### src/hw/rtl/arpc_pkg.sv
`timescale 1ns / 1ps
// ----------------------------------------------------------------------------
// arpc_pkg
// Shared types and constants of the ARP cache and responder.
// ----------------------------------------------------------------------------
package arpc_pkg;

  localparam int unsigned CACHE_ENTRIES = 16;
  localparam int unsigned IDX_W = (CACHE_ENTRIES > 1) ? $clog2(CACHE_ENTRIES) : 1;

  localparam int unsigned CMD_FIFO_DEPTH = 2;
  localparam int unsigned FIFO_PTR_W = (CMD_FIFO_DEPTH > 1) ? $clog2(CMD_FIFO_DEPTH) : 1;

  localparam int unsigned IP_W  = 32;
  localparam int unsigned MAC_W = 48;
  localparam int unsigned CFG_DATA_W = 48;
  localparam int unsigned CFG_IDX_W  = 1;

  localparam logic [10:0]      MIN_ARP_LEN   = 11'd28;
  localparam logic [15:0]      HW_ETHERNET   = 16'h0001;
  localparam logic [15:0]      PROTO_IPV4    = 16'h0800;
  localparam logic [15:0]      OPC_REQUEST   = 16'h0001;
  localparam logic [15:0]      OPC_REPLY     = 16'h0002;
  localparam logic [MAC_W-1:0] MAC_BROADCAST = {MAC_W{1'b1}};

  typedef enum logic [1:0] {
    OP_LOOKUP   = 2'd0,
    OP_RX_ARP   = 2'd1,
    OP_SEND_REQ = 2'd2
  } operation_e;

  typedef enum logic [1:0] {
    FRAME_NONE    = 2'd0,
    FRAME_REPLY   = 2'd1,
    FRAME_REQUEST = 2'd2
  } frame_kind_e;

  typedef enum logic [CFG_IDX_W-1:0] {
    REG_OWN_IP  = 1'd0,
    REG_OWN_MAC = 1'd1
  } cfg_reg_e;

  typedef enum logic [2:0] {
    CMD_NONE,
    CMD_LOOKUP,
    CMD_LEARN,
    CMD_ANSWER,
    CMD_REQUEST
  } cmd_kind_e;

  typedef struct packed {
    cmd_kind_e        kind;
    logic [IP_W-1:0]  ip;
    logic [MAC_W-1:0] mac;
  } cmd_t;

endpackage

### src/hw/rtl/arpc_if.sv
`timescale 1ns / 1ps
// ----------------------------------------------------------------------------
// arpc_req_if / arpc_rsp_if
// Valid/ready channels for input items and result items.
// ----------------------------------------------------------------------------
interface arpc_req_if;
  logic        valid;
  logic        ready;
  logic [1:0]  operation;
  logic [10:0] packet_length;
  logic [15:0] hw_type;
  logic [15:0] proto_type;
  logic [15:0] arp_opcode;
  logic [31:0] src_ip;
  logic [47:0] src_mac;
  logic [31:0] dst_ip;

  modport source (
    output valid, operation, packet_length, hw_type, proto_type, arp_opcode,
           src_ip, src_mac, dst_ip,
    input  ready
  );
  modport sink (
    input  valid, operation, packet_length, hw_type, proto_type, arp_opcode,
           src_ip, src_mac, dst_ip,
    output ready
  );
endinterface

interface arpc_rsp_if;
  logic        valid;
  logic        ready;
  logic        lookup_hit;
  logic [47:0] found_mac;
  logic        cache_written;
  logic [1:0]  frame_kind;
  logic [47:0] frame_dest_mac;
  logic [47:0] frame_target_mac;
  logic [31:0] frame_target_ip;

  modport source (
    output valid, lookup_hit, found_mac, cache_written, frame_kind,
           frame_dest_mac, frame_target_mac, frame_target_ip,
    input  ready
  );
  modport sink (
    input  valid, lookup_hit, found_mac, cache_written, frame_kind,
           frame_dest_mac, frame_target_mac, frame_target_ip,
    output ready
  );
endinterface

### src/hw/rtl/arp_cache_responder_top.sv
`timescale 1ns / 1ps
// ----------------------------------------------------------------------------
// arp_cache_responder_top
// ARP cache and responder: IPv4-to-MAC cache lookups, learning from
// received ARP packets, reply and request frame field generation.
//
// Channels: req_i (sink) carries one item per transaction: lookup, received
// ARP packet or send-request. rsp_o (source) returns exactly one result
// transaction per item, in order. cfg_we_i/cfg_idx_i/cfg_wdata_i write
// own_ip (index 0); a write to index 1 (own_mac) is ignored;
// write only while idle. An accepted item is written into the command
// queue, then its CAM access result is captured in the output register.
// Throughput: one item per cycle while rsp_o.ready is high; the 16-entry
// register CAM is searched and written in the same cycle.
// Reset: clears all cache valid bits, own_ip, the queue and the output valid.
// Stall: while rsp_o.ready is low the result holds; the two-entry command
// queue keeps absorbing items, and req_i.ready drops once it is full.
// ----------------------------------------------------------------------------
module arp_cache_responder_top
  import arpc_pkg::*;
(
  input  logic                  clk_i,
  input  logic                  rst_ni,
  input  logic                  cfg_we_i,
  input  logic [CFG_IDX_W-1:0]  cfg_idx_i,
  input  logic [CFG_DATA_W-1:0] cfg_wdata_i,
  arpc_req_if.sink              req_i,
  arpc_rsp_if.source            rsp_o
);

  cmd_t push_cmd, pop_cmd;
  logic cmd_push, cmd_full, cmd_valid, cmd_pop;

  arpc_front u_front (
    .clk_i       (clk_i),
    .rst_ni      (rst_ni),
    .cfg_we_i    (cfg_we_i),
    .cfg_idx_i   (cfg_idx_i),
    .cfg_wdata_i (cfg_wdata_i),
    .req_i       (req_i),
    .cmd_push_o  (cmd_push),
    .cmd_o       (push_cmd),
    .cmd_full_i  (cmd_full)
  );

  arpc_cmd_fifo u_fifo (
    .clk_i   (clk_i),
    .rst_ni  (rst_ni),
    .push_i  (cmd_push),
    .cmd_i   (push_cmd),
    .full_o  (cmd_full),
    .pop_i   (cmd_pop),
    .valid_o (cmd_valid),
    .cmd_o   (pop_cmd)
  );

  arpc_back u_back (
    .clk_i       (clk_i),
    .rst_ni      (rst_ni),
    .cmd_valid_i (cmd_valid),
    .cmd_i       (pop_cmd),
    .cmd_pop_o   (cmd_pop),
    .rsp_o       (rsp_o)
  );

endmodule

### src/hw/rtl/arpc_front.sv
`timescale 1ns / 1ps
// ----------------------------------------------------------------------------
// arpc_front
// Accepts input transactions, checks received ARP packets and turns each
// item into a cache command for the back end.
// ----------------------------------------------------------------------------
module arpc_front
  import arpc_pkg::*;
(
  input  logic                  clk_i,
  input  logic                  rst_ni,
  input  logic                  cfg_we_i,
  input  logic [CFG_IDX_W-1:0]  cfg_idx_i,
  input  logic [CFG_DATA_W-1:0] cfg_wdata_i,
  arpc_req_if.sink              req_i,
  output logic                  cmd_push_o,
  output cmd_t                  cmd_o,
  input  logic                  cmd_full_i
);

  logic [IP_W-1:0] own_ip_q;
  logic            pkt_ok;

  always_ff @(posedge clk_i or negedge rst_ni) begin
    if (!rst_ni) begin
      own_ip_q <= '0;
    end else if (cfg_we_i && cfg_idx_i == REG_OWN_IP) begin
      own_ip_q <= cfg_wdata_i[IP_W-1:0];
    end
  end

  assign req_i.ready = !cmd_full_i;
  assign cmd_push_o  = req_i.valid && !cmd_full_i;

  assign pkt_ok = (req_i.packet_length >= MIN_ARP_LEN) &&
                  (req_i.hw_type == HW_ETHERNET) &&
                  (req_i.proto_type == PROTO_IPV4);

  always_comb begin
    cmd_o.kind = CMD_NONE;
    cmd_o.ip   = req_i.dst_ip;
    cmd_o.mac  = req_i.src_mac;
    unique case (req_i.operation)
      OP_LOOKUP: begin
        cmd_o.kind = CMD_LOOKUP;
      end
      OP_RX_ARP: begin
        cmd_o.ip = req_i.src_ip;
        if (pkt_ok) begin
          if (req_i.arp_opcode == OPC_REQUEST && req_i.dst_ip == own_ip_q) begin
            cmd_o.kind = CMD_ANSWER;
          end else if (req_i.arp_opcode == OPC_REPLY) begin
            cmd_o.kind = CMD_LEARN;
          end
        end
      end
      OP_SEND_REQ: begin
        cmd_o.kind = CMD_REQUEST;
      end
      default: begin
        cmd_o.kind = CMD_NONE;
      end
    endcase
  end

endmodule

### src/hw/rtl/arpc_cmd_fifo.sv
`timescale 1ns / 1ps
// ----------------------------------------------------------------------------
// arpc_cmd_fifo
// Short command queue between the front and back ends.
// ----------------------------------------------------------------------------
module arpc_cmd_fifo
  import arpc_pkg::*;
(
  input  logic clk_i,
  input  logic rst_ni,
  input  logic push_i,
  input  cmd_t cmd_i,
  output logic full_o,
  input  logic pop_i,
  output logic valid_o,
  output cmd_t cmd_o
);

  localparam logic [FIFO_PTR_W-1:0] LAST_PTR = FIFO_PTR_W'(CMD_FIFO_DEPTH - 1);
  localparam logic [FIFO_PTR_W:0]   FULL_CNT = (FIFO_PTR_W + 1)'(CMD_FIFO_DEPTH);

  cmd_t                  mem_q [CMD_FIFO_DEPTH];
  logic [FIFO_PTR_W-1:0] wptr_q, rptr_q;
  logic [FIFO_PTR_W:0]   count_q;
  logic                  do_push, do_pop;

  assign full_o  = (count_q == FULL_CNT);
  assign valid_o = (count_q != '0);
  assign cmd_o   = mem_q[rptr_q];
  assign do_push = push_i && !full_o;
  assign do_pop  = pop_i && valid_o;

  always_ff @(posedge clk_i) begin
    if (do_push) begin
      mem_q[wptr_q] <= cmd_i;
    end
  end

  always_ff @(posedge clk_i or negedge rst_ni) begin
    if (!rst_ni) begin
      wptr_q  <= '0;
      rptr_q  <= '0;
      count_q <= '0;
    end else begin
      if (do_push) begin
        wptr_q <= (wptr_q == LAST_PTR) ? '0 : wptr_q + 1'b1;
      end
      if (do_pop) begin
        rptr_q <= (rptr_q == LAST_PTR) ? '0 : rptr_q + 1'b1;
      end
      unique case ({do_push, do_pop})
        2'b10:   count_q <= count_q + 1'b1;
        2'b01:   count_q <= count_q - 1'b1;
        default: count_q <= count_q;
      endcase
    end
  end

  a_no_overflow: assert property (@(posedge clk_i) disable iff (!rst_ni)
    count_q <= FULL_CNT) else $error("command queue count out of range");

  a_push_full: assert property (@(posedge clk_i) disable iff (!rst_ni)
    (push_i && full_o) |=> (count_q == FULL_CNT))
    else $error("command queue lost entries while full");

  a_pop_empty: assert property (@(posedge clk_i) disable iff (!rst_ni)
    (!valid_o && push_i) |=> valid_o)
    else $error("command queue did not capture push into empty queue");

endmodule

### src/hw/rtl/arpc_back.sv
`timescale 1ns / 1ps
// ----------------------------------------------------------------------------
// arpc_back
// Register CAM of IP/MAC pairs; executes cache commands and holds the
// result in an output register.
// ----------------------------------------------------------------------------
module arpc_back
  import arpc_pkg::*;
(
  input  logic      clk_i,
  input  logic      rst_ni,
  input  logic      cmd_valid_i,
  input  cmd_t      cmd_i,
  output logic      cmd_pop_o,
  arpc_rsp_if.source rsp_o
);

  logic [CACHE_ENTRIES-1:0] entry_valid_q;
  logic [IP_W-1:0]          entry_ip_q  [CACHE_ENTRIES];
  logic [MAC_W-1:0]         entry_mac_q [CACHE_ENTRIES];

  logic [CACHE_ENTRIES-1:0] match;
  logic [IDX_W-1:0]         hit_idx, free_idx, wr_idx;
  logic                     hit, cam_we;

  logic             rsp_valid_q;
  logic             hit_q, written_q;
  logic [MAC_W-1:0] found_mac_q, dest_mac_q, tgt_mac_q;
  logic [IP_W-1:0]  tgt_ip_q;
  frame_kind_e      kind_q;

  always_comb begin
    hit_idx  = '0;
    free_idx = '0;
    for (int i = CACHE_ENTRIES - 1; i >= 0; i--) begin
      match[i] = entry_valid_q[i] && (entry_ip_q[i] == cmd_i.ip);
      if (match[i]) begin
        hit_idx = IDX_W'(i);
      end
      if (!entry_valid_q[i]) begin
        free_idx = IDX_W'(i);
      end
    end
  end

  assign hit       = |match;
  assign wr_idx    = hit ? hit_idx : free_idx;
  assign cmd_pop_o = cmd_valid_i && (!rsp_valid_q || rsp_o.ready);
  assign cam_we    = cmd_pop_o && (cmd_i.kind == CMD_LEARN || cmd_i.kind == CMD_ANSWER);

  always_ff @(posedge clk_i or negedge rst_ni) begin
    if (!rst_ni) begin
      entry_valid_q <= '0;
    end else if (cam_we) begin
      entry_valid_q[wr_idx] <= 1'b1;
    end
  end

  always_ff @(posedge clk_i) begin
    if (cam_we) begin
      entry_mac_q[wr_idx] <= cmd_i.mac;
      if (!hit) begin
        entry_ip_q[wr_idx] <= cmd_i.ip;
      end
    end
  end

  always_ff @(posedge clk_i or negedge rst_ni) begin
    if (!rst_ni) begin
      rsp_valid_q <= 1'b0;
    end else if (cmd_pop_o) begin
      rsp_valid_q <= 1'b1;
    end else if (rsp_o.ready) begin
      rsp_valid_q <= 1'b0;
    end
  end

  always_ff @(posedge clk_i) begin
    if (cmd_pop_o) begin
      hit_q       <= 1'b0;
      found_mac_q <= '0;
      written_q   <= 1'b0;
      kind_q      <= FRAME_NONE;
      dest_mac_q  <= '0;
      tgt_mac_q   <= '0;
      tgt_ip_q    <= '0;
      unique case (cmd_i.kind)
        CMD_LOOKUP: begin
          hit_q       <= hit;
          found_mac_q <= hit ? entry_mac_q[hit_idx] : '0;
        end
        CMD_LEARN: begin
          written_q <= 1'b1;
        end
        CMD_ANSWER: begin
          written_q  <= 1'b1;
          kind_q     <= FRAME_REPLY;
          dest_mac_q <= cmd_i.mac;
          tgt_mac_q  <= cmd_i.mac;
          tgt_ip_q   <= cmd_i.ip;
        end
        CMD_REQUEST: begin
          kind_q     <= FRAME_REQUEST;
          dest_mac_q <= MAC_BROADCAST;
          tgt_ip_q   <= cmd_i.ip;
        end
        default: begin
          hit_q <= 1'b0;
        end
      endcase
    end
  end

  assign rsp_o.valid            = rsp_valid_q;
  assign rsp_o.lookup_hit       = hit_q;
  assign rsp_o.found_mac        = found_mac_q;
  assign rsp_o.cache_written    = written_q;
  assign rsp_o.frame_kind       = kind_q;
  assign rsp_o.frame_dest_mac   = dest_mac_q;
  assign rsp_o.frame_target_mac = tgt_mac_q;
  assign rsp_o.frame_target_ip  = tgt_ip_q;

  // duplicates never enter: a known IP is only refreshed
  a_single_match: assert property (@(posedge clk_i) disable iff (!rst_ni)
    cmd_valid_i |-> $onehot0(match)) else $error("IP cached in more than one entry");

  a_write_valid: assert property (@(posedge clk_i) disable iff (!rst_ni)
    cam_we |=> entry_valid_q[$past(wr_idx)]) else $error("written entry not valid");

  a_rsp_hold: assert property (@(posedge clk_i) disable iff (!rst_ni)
    (rsp_valid_q && !rsp_o.ready) |=> (rsp_valid_q && $stable(tgt_ip_q) && $stable(kind_q)))
    else $error("stalled result changed");

endmodule
### src/flat_wrapper.sv
// flat-port wrapper written by rule: the top's interface ports become plain ports
module arp_cache_responder_top_flat import arpc_pkg::*;
  (clk_i, rst_ni, cfg_we_i, cfg_idx_i, cfg_wdata_i, req_i_valid, req_i_operation, req_i_packet_length, req_i_hw_type, req_i_proto_type, req_i_arp_opcode, req_i_src_ip, req_i_src_mac, req_i_dst_ip, req_i_ready, rsp_o_valid, rsp_o_lookup_hit, rsp_o_found_mac, rsp_o_cache_written, rsp_o_frame_kind, rsp_o_frame_dest_mac, rsp_o_frame_target_mac, rsp_o_frame_target_ip, rsp_o_ready);
  arpc_req_if req_i_i ();
  arpc_rsp_if rsp_o_i ();
  input  logic clk_i;
  input  logic rst_ni;
  input  logic cfg_we_i;
  input  logic [CFG_IDX_W-1:0] cfg_idx_i;
  input  logic [CFG_DATA_W-1:0] cfg_wdata_i;
  input wire logic [$bits(req_i_i.valid)-1:0] req_i_valid;
  input wire logic [$bits(req_i_i.operation)-1:0] req_i_operation;
  input wire logic [$bits(req_i_i.packet_length)-1:0] req_i_packet_length;
  input wire logic [$bits(req_i_i.hw_type)-1:0] req_i_hw_type;
  input wire logic [$bits(req_i_i.proto_type)-1:0] req_i_proto_type;
  input wire logic [$bits(req_i_i.arp_opcode)-1:0] req_i_arp_opcode;
  input wire logic [$bits(req_i_i.src_ip)-1:0] req_i_src_ip;
  input wire logic [$bits(req_i_i.src_mac)-1:0] req_i_src_mac;
  input wire logic [$bits(req_i_i.dst_ip)-1:0] req_i_dst_ip;
  output wire logic [$bits(req_i_i.ready)-1:0] req_i_ready;
  output wire logic [$bits(rsp_o_i.valid)-1:0] rsp_o_valid;
  output wire logic [$bits(rsp_o_i.lookup_hit)-1:0] rsp_o_lookup_hit;
  output wire logic [$bits(rsp_o_i.found_mac)-1:0] rsp_o_found_mac;
  output wire logic [$bits(rsp_o_i.cache_written)-1:0] rsp_o_cache_written;
  output wire logic [$bits(rsp_o_i.frame_kind)-1:0] rsp_o_frame_kind;
  output wire logic [$bits(rsp_o_i.frame_dest_mac)-1:0] rsp_o_frame_dest_mac;
  output wire logic [$bits(rsp_o_i.frame_target_mac)-1:0] rsp_o_frame_target_mac;
  output wire logic [$bits(rsp_o_i.frame_target_ip)-1:0] rsp_o_frame_target_ip;
  input wire logic [$bits(rsp_o_i.ready)-1:0] rsp_o_ready;
  assign req_i_i.valid = req_i_valid;
  assign req_i_i.operation = req_i_operation;
  assign req_i_i.packet_length = req_i_packet_length;
  assign req_i_i.hw_type = req_i_hw_type;
  assign req_i_i.proto_type = req_i_proto_type;
  assign req_i_i.arp_opcode = req_i_arp_opcode;
  assign req_i_i.src_ip = req_i_src_ip;
  assign req_i_i.src_mac = req_i_src_mac;
  assign req_i_i.dst_ip = req_i_dst_ip;
  assign req_i_ready = req_i_i.ready;
  assign rsp_o_valid = rsp_o_i.valid;
  assign rsp_o_lookup_hit = rsp_o_i.lookup_hit;
  assign rsp_o_found_mac = rsp_o_i.found_mac;
  assign rsp_o_cache_written = rsp_o_i.cache_written;
  assign rsp_o_frame_kind = rsp_o_i.frame_kind;
  assign rsp_o_frame_dest_mac = rsp_o_i.frame_dest_mac;
  assign rsp_o_frame_target_mac = rsp_o_i.frame_target_mac;
  assign rsp_o_frame_target_ip = rsp_o_i.frame_target_ip;
  assign rsp_o_i.ready = rsp_o_ready;
  arp_cache_responder_top u_core (.clk_i(clk_i), .rst_ni(rst_ni), .cfg_we_i(cfg_we_i), .cfg_idx_i(cfg_idx_i), .cfg_wdata_i(cfg_wdata_i), .req_i(req_i_i), .rsp_o(rsp_o_i));
endmodule
### config.mk
export PLATFORM = sky130hd
export DESIGN_NAME = arp_cache_responder_top_flat
export DESIGN_NICKNAME = d
export VERILOG_FILES = /design/src/hw/rtl/arpc_pkg.sv /design/src/hw/rtl/arpc_if.sv /design/src/hw/rtl/arp_cache_responder_top.sv /design/src/hw/rtl/arpc_front.sv /design/src/hw/rtl/arpc_cmd_fifo.sv /design/src/hw/rtl/arpc_back.sv /design/src/flat_wrapper.sv
export SDC_FILE = /design/constraint.sdc
export NUM_CORES = 2
export LEC_CHECK = 0
export ABC_AREA = 1
export BUFFER_PORTS_ARGS = -buffer_cell sky130_fd_sc_hd__buf_2
export CAP_MARGIN = 15
export CORE_MARGIN = 4
export CORE_UTILIZATION = 35
export DETAILED_ROUTE_END_ITERATION = 16
export PLACE_DENSITY = 0.48
export SYNTH_ARGS = -nofsm -noshare
export SYNTH_HDL_FRONTEND = slang
export SYNTH_SLANG_ARGS = --single-unit
### constraint.sdc
create_clock -name clk_i -period 18.82 [get_ports clk_i]
set_input_delay 3.764 -clock clk_i [delete_from_list [all_inputs] [get_ports clk_i]]
set_output_delay 3.764 -clock clk_i [all_outputs]
set_load 0.1 [all_outputs]
==> metrics.csv <==
stage,metric,value,unit
sta,layout_setup_ws,9.83,ns
critical_path,crit_buf_inv,6,
die,start_util,35.2,%
synth,syn_avg_cell_area,11.9,sq um
pwr,p_seq_share,39.9,%
placed_design,place_congestion,0.841,
detailed_routing,via_count,47400,
final_layout,final_cell_mix,"edfxtp_1 (1626), nand2_1 (928), nand3_1 (889)",
die,ioPinCount,409,
critical_path,path_common_cell,nand2_1,
global_route,grt_max_degree,223,
sta,finalHoldWorstSlack,0.528,ns
placed_design,hpwlAfterDp,133,mm
hold_path,hold_path_class,flip-flop to flip-flop,
sta,finalHoldViolations,0,
cts,cts_tree,yes,
die,die_w,461,um
synth,yosys_warnings,0,
placed_design,dp_slack,9.80,ns
sta,setup_viol_count_final,0,
critical_path,start_kind,flip-flop,
pwr,clock_power_share,26.4,%
global_route,antenna_found_initial,34,
synth,synth_seq_cells,1679,
cts,clkSlewWorstSetupHoldPaths,0.06,ns
sta,post-route-period-util,47.8,%
sta,max_slew_margin,17.9,%
critical_path,startpoint,u_core.u_fifo.rptr_q,
sta,timing.setup.tns,0,ns
global_route,overflow,0,
critical_path,cpMaxStageDelayCell,buf_4,
sta,worst_slew_pin_slew,1.23,ns
detailed_routing,vias_per_cell,5.09,
synth,synth.distinct_cells,58,
sta,slew_viol_final,0,
sta,skew,0.0670,ns
final_layout,drive_gt1_share,15.3,%
critical_path,ff2ff_setup_slack,9.83,ns
outcome,status,"complete, no violations",
pwr,p_sw_share,41.0,%
critical_path,path_delay_family,simple AND/OR/NAND/NOR gates,
placed_design,portBuffers,390,
detailed_routing,dr.pass1.iters,5,
cts,insertion_delay,0.85,ns
critical_path,crit_required,19.26,ns
synth,ys_seq_area_share,69.8,%
die,die_y,461,um
hold_path,hold_start,u_core.u_fifo.count_q[0],
die,core,204000,sq um
global_route,grt_pass1_wl,331,mm
synth,synth_edf_count,1626,
detailed_routing,drt-wirelength-per-cell,25.2,um
detailed_routing,first_iter_violations,4529,
critical_path,crit_type,flip-flop to flip-flop,
synth,synth_nets,6279,
sta,fmax,0.111,GHz
pwr,ir_drop,0.000203,V
pwr,totalPowerFinal,13200,uW
die,die_area,213000,sq um
pwr,p_leak,0.0318,uW
detailed_routing,ant_nets,0,
pwr,p_int,7770,uW
synth,synth-async-reset-ratio,3.16,%
final_layout,nets,6688,
detailed_routing,wl,235,mm
cts,cts.sinks,1679,
critical_path,cp_slowest_stage_delay,0.80,ns
critical_path,r2r_start,u_core.u_fifo.rptr_q,
synth,syn_inst,6051,
critical_path,cp_max_fo,100,
final_layout,nFillCells,19500,
pwr,p_comb_share,33.7,%
cts,numCtsBuffers,185,
synth,netlist_area,71800,sq um
cts,clockRootBuffer,clkbuf_16,
sta,rsz0062_at_grt,false,
global_route,grt_pass1_vias,45600,
sta,fin_crit,8.99,ns
job,cap_viol_max_count,0,
pwr,p_switching,5400,uW
global_route,track_usage,21.6,%
cts,cts_buffer_depth,3,
critical_path,crit_path_end_kind,flip-flop,
pwr,pwr_density_cell,159,nW/um^2
synth,synthFlopType,edfxtp_1,
cts,post_cts_buffers,0,
final_layout,final_common_cell,edfxtp_1,
critical_path,critPathArrivalTime,9.43,ns
detailed_routing,drc,0,
cts,htreeDepth,4,
cts,cts_hold_buf,0,
final_layout,finalCoreUtilization,40.5,%
cts,postCtsResizedCells,0,
die,rows,166,
final_layout,area_delta_synth_final,15.3,%
[worst reg2reg max path: cells and delay by family (launching register included)]
family	cells	cell delay, ns
simple gates	24	4.60
buf+inv	6	3.09
compound gates	1	0.18
flops	1	0.74
[logic make-up after synthesis]
| kind of cell | after synthesis | share of synthesized area [%] |
|---|---|---|
| simple gates | 2586 | 17.2 |
| buf+inv | 1101 | 6.20 |
| compound gates | 453 | 3.76 |
| xor+xnor | 187 | 2.28 |
| fa+ha+maj | 1 | 0.0174 |
| flops | 1679 | 69.8 |
| mux | 44 | 0.690 |
[Yosys cell counts (13+ instances only)]
| cell type | n | area share, % |
|---|---|---|
| a211oi_1 | 25 | 0.26 |
| a21oi_1 | 73 | 0.51 |
| a221oi_1 | 25 | 0.30 |
| a22o_1 | 13 | 0.16 |
| buf_1 | 19 | 0.099 |
| buf_2 | 139 | 0.97 |
| buf_4 | 24 | 0.25 |
| clkbuf_1 | 121 | 0.63 |
| dfrtp_1 | 53 | 1.8 |
| edfxtp_1 | 1626 | 68 |
| inv_1 | 761 | 4.0 |
| inv_2 | 27 | 0.14 |
| mux2_2 | 44 | 0.69 |
| nand2_1 | 931 | 4.9 |
| nand2_2 | 26 | 0.23 |
| nand3_1 | 889 | 6.2 |
| nand3b_1 | 242 | 2.5 |
| nand4_1 | 44 | 0.38 |
| nor2_1 | 269 | 1.4 |
| nor3_1 | 21 | 0.15 |
| nor4_1 | 45 | 0.39 |
| o21ai_0 | 209 | 1.5 |
| o22ai_1 | 66 | 0.57 |
| or2_2 | 82 | 0.71 |
| xnor2_1 | 91 | 1.1 |
| xor2_1 | 96 | 1.2 |
[flip-flops by register name, summed over array words and instances (netlist names), 2 cells and up]
signal                                cells
u_core.u_back.entry_mac_q               768
u_core.u_front.own_ip_q                  32
u_core.u_fifo.mem_q                     166
u_core.u_back.rsp_o.frame_target_ip      32
u_core.u_back.rsp_o.frame_dest_mac       48
u_core.u_back.rsp_o.found_mac            48
u_core.u_back.entry_valid_q              16
u_core.u_back.rsp_o.frame_kind            2
u_core.u_back.entry_ip_q                512
u_core.u_fifo.count_q                     2
u_core.u_back.rsp_o.frame_target_mac     48
[through the flow]
stage               cells  area (sq um)
floorplan            6051         71800
global placement     8958         77000
detailed placement   8960         77000
CTS                  9297         82700
global route         9302         82800
finish               9312         82800
[metal layers]
layer	part of all wire [%]	wire length, um	GRT usage (%)	up-vias
li1	-	-	-	21800
met1	43	100000	28.9	23600
met2	48	114000	36.1	1599
met3	6.1	14400	3.62	350
met4	2.6	6140	6.57	8
met5	0.029	67	0	-
[power by group through the flow]
stage	clock, uW	combinational [uW]	sequential [uW]
2_1_floorplan	0	1490	6680
6_report	3480	4440	5250
5_1_grt	3700	4650	5290
3_5_place_dp	0	4460	5330
4_1_cts	3540	4460	5260
3_3_place_gp	0	4430	5320
[area by class of cell]
| cell class | instances | area (sq um) | share of cell area [%] |
|---|---|---|---|
| clock inverter | 100 | 743 | 0.898 |
| inverter | 790 | 2990 | 3.61 |
| tap | 2688 | 3360 | 4.06 |
| antenna | 14 | 35.0 | 0.0423 |
| timing repair buffer | 533 | 3100 | 3.74 |
| clock buffer | 237 | 4970 | 6.00 |
| sequential | 1679 | 50200 | 60.6 |
| multi-input combinational | 3271 | 17500 | 21.1 |
[final timing paths]
check                      cells past startpoint                               to
setup / recovery                              31  u_core.u_back.entry_ip_q[5][11]
hold / removal                                 1         u_core.u_fifo.count_q[0]
max in group asynchronous                      2             u_core.u_fifo.rptr_q
setup reg to reg                              31  u_core.u_back.entry_ip_q[5][11]
min in group asynchronous                      2   u_core.u_back.entry_valid_q[7]
hold reg to reg                                1         u_core.u_fifo.count_q[0]
Note: power is estimated with default switching activity, not from simulation.
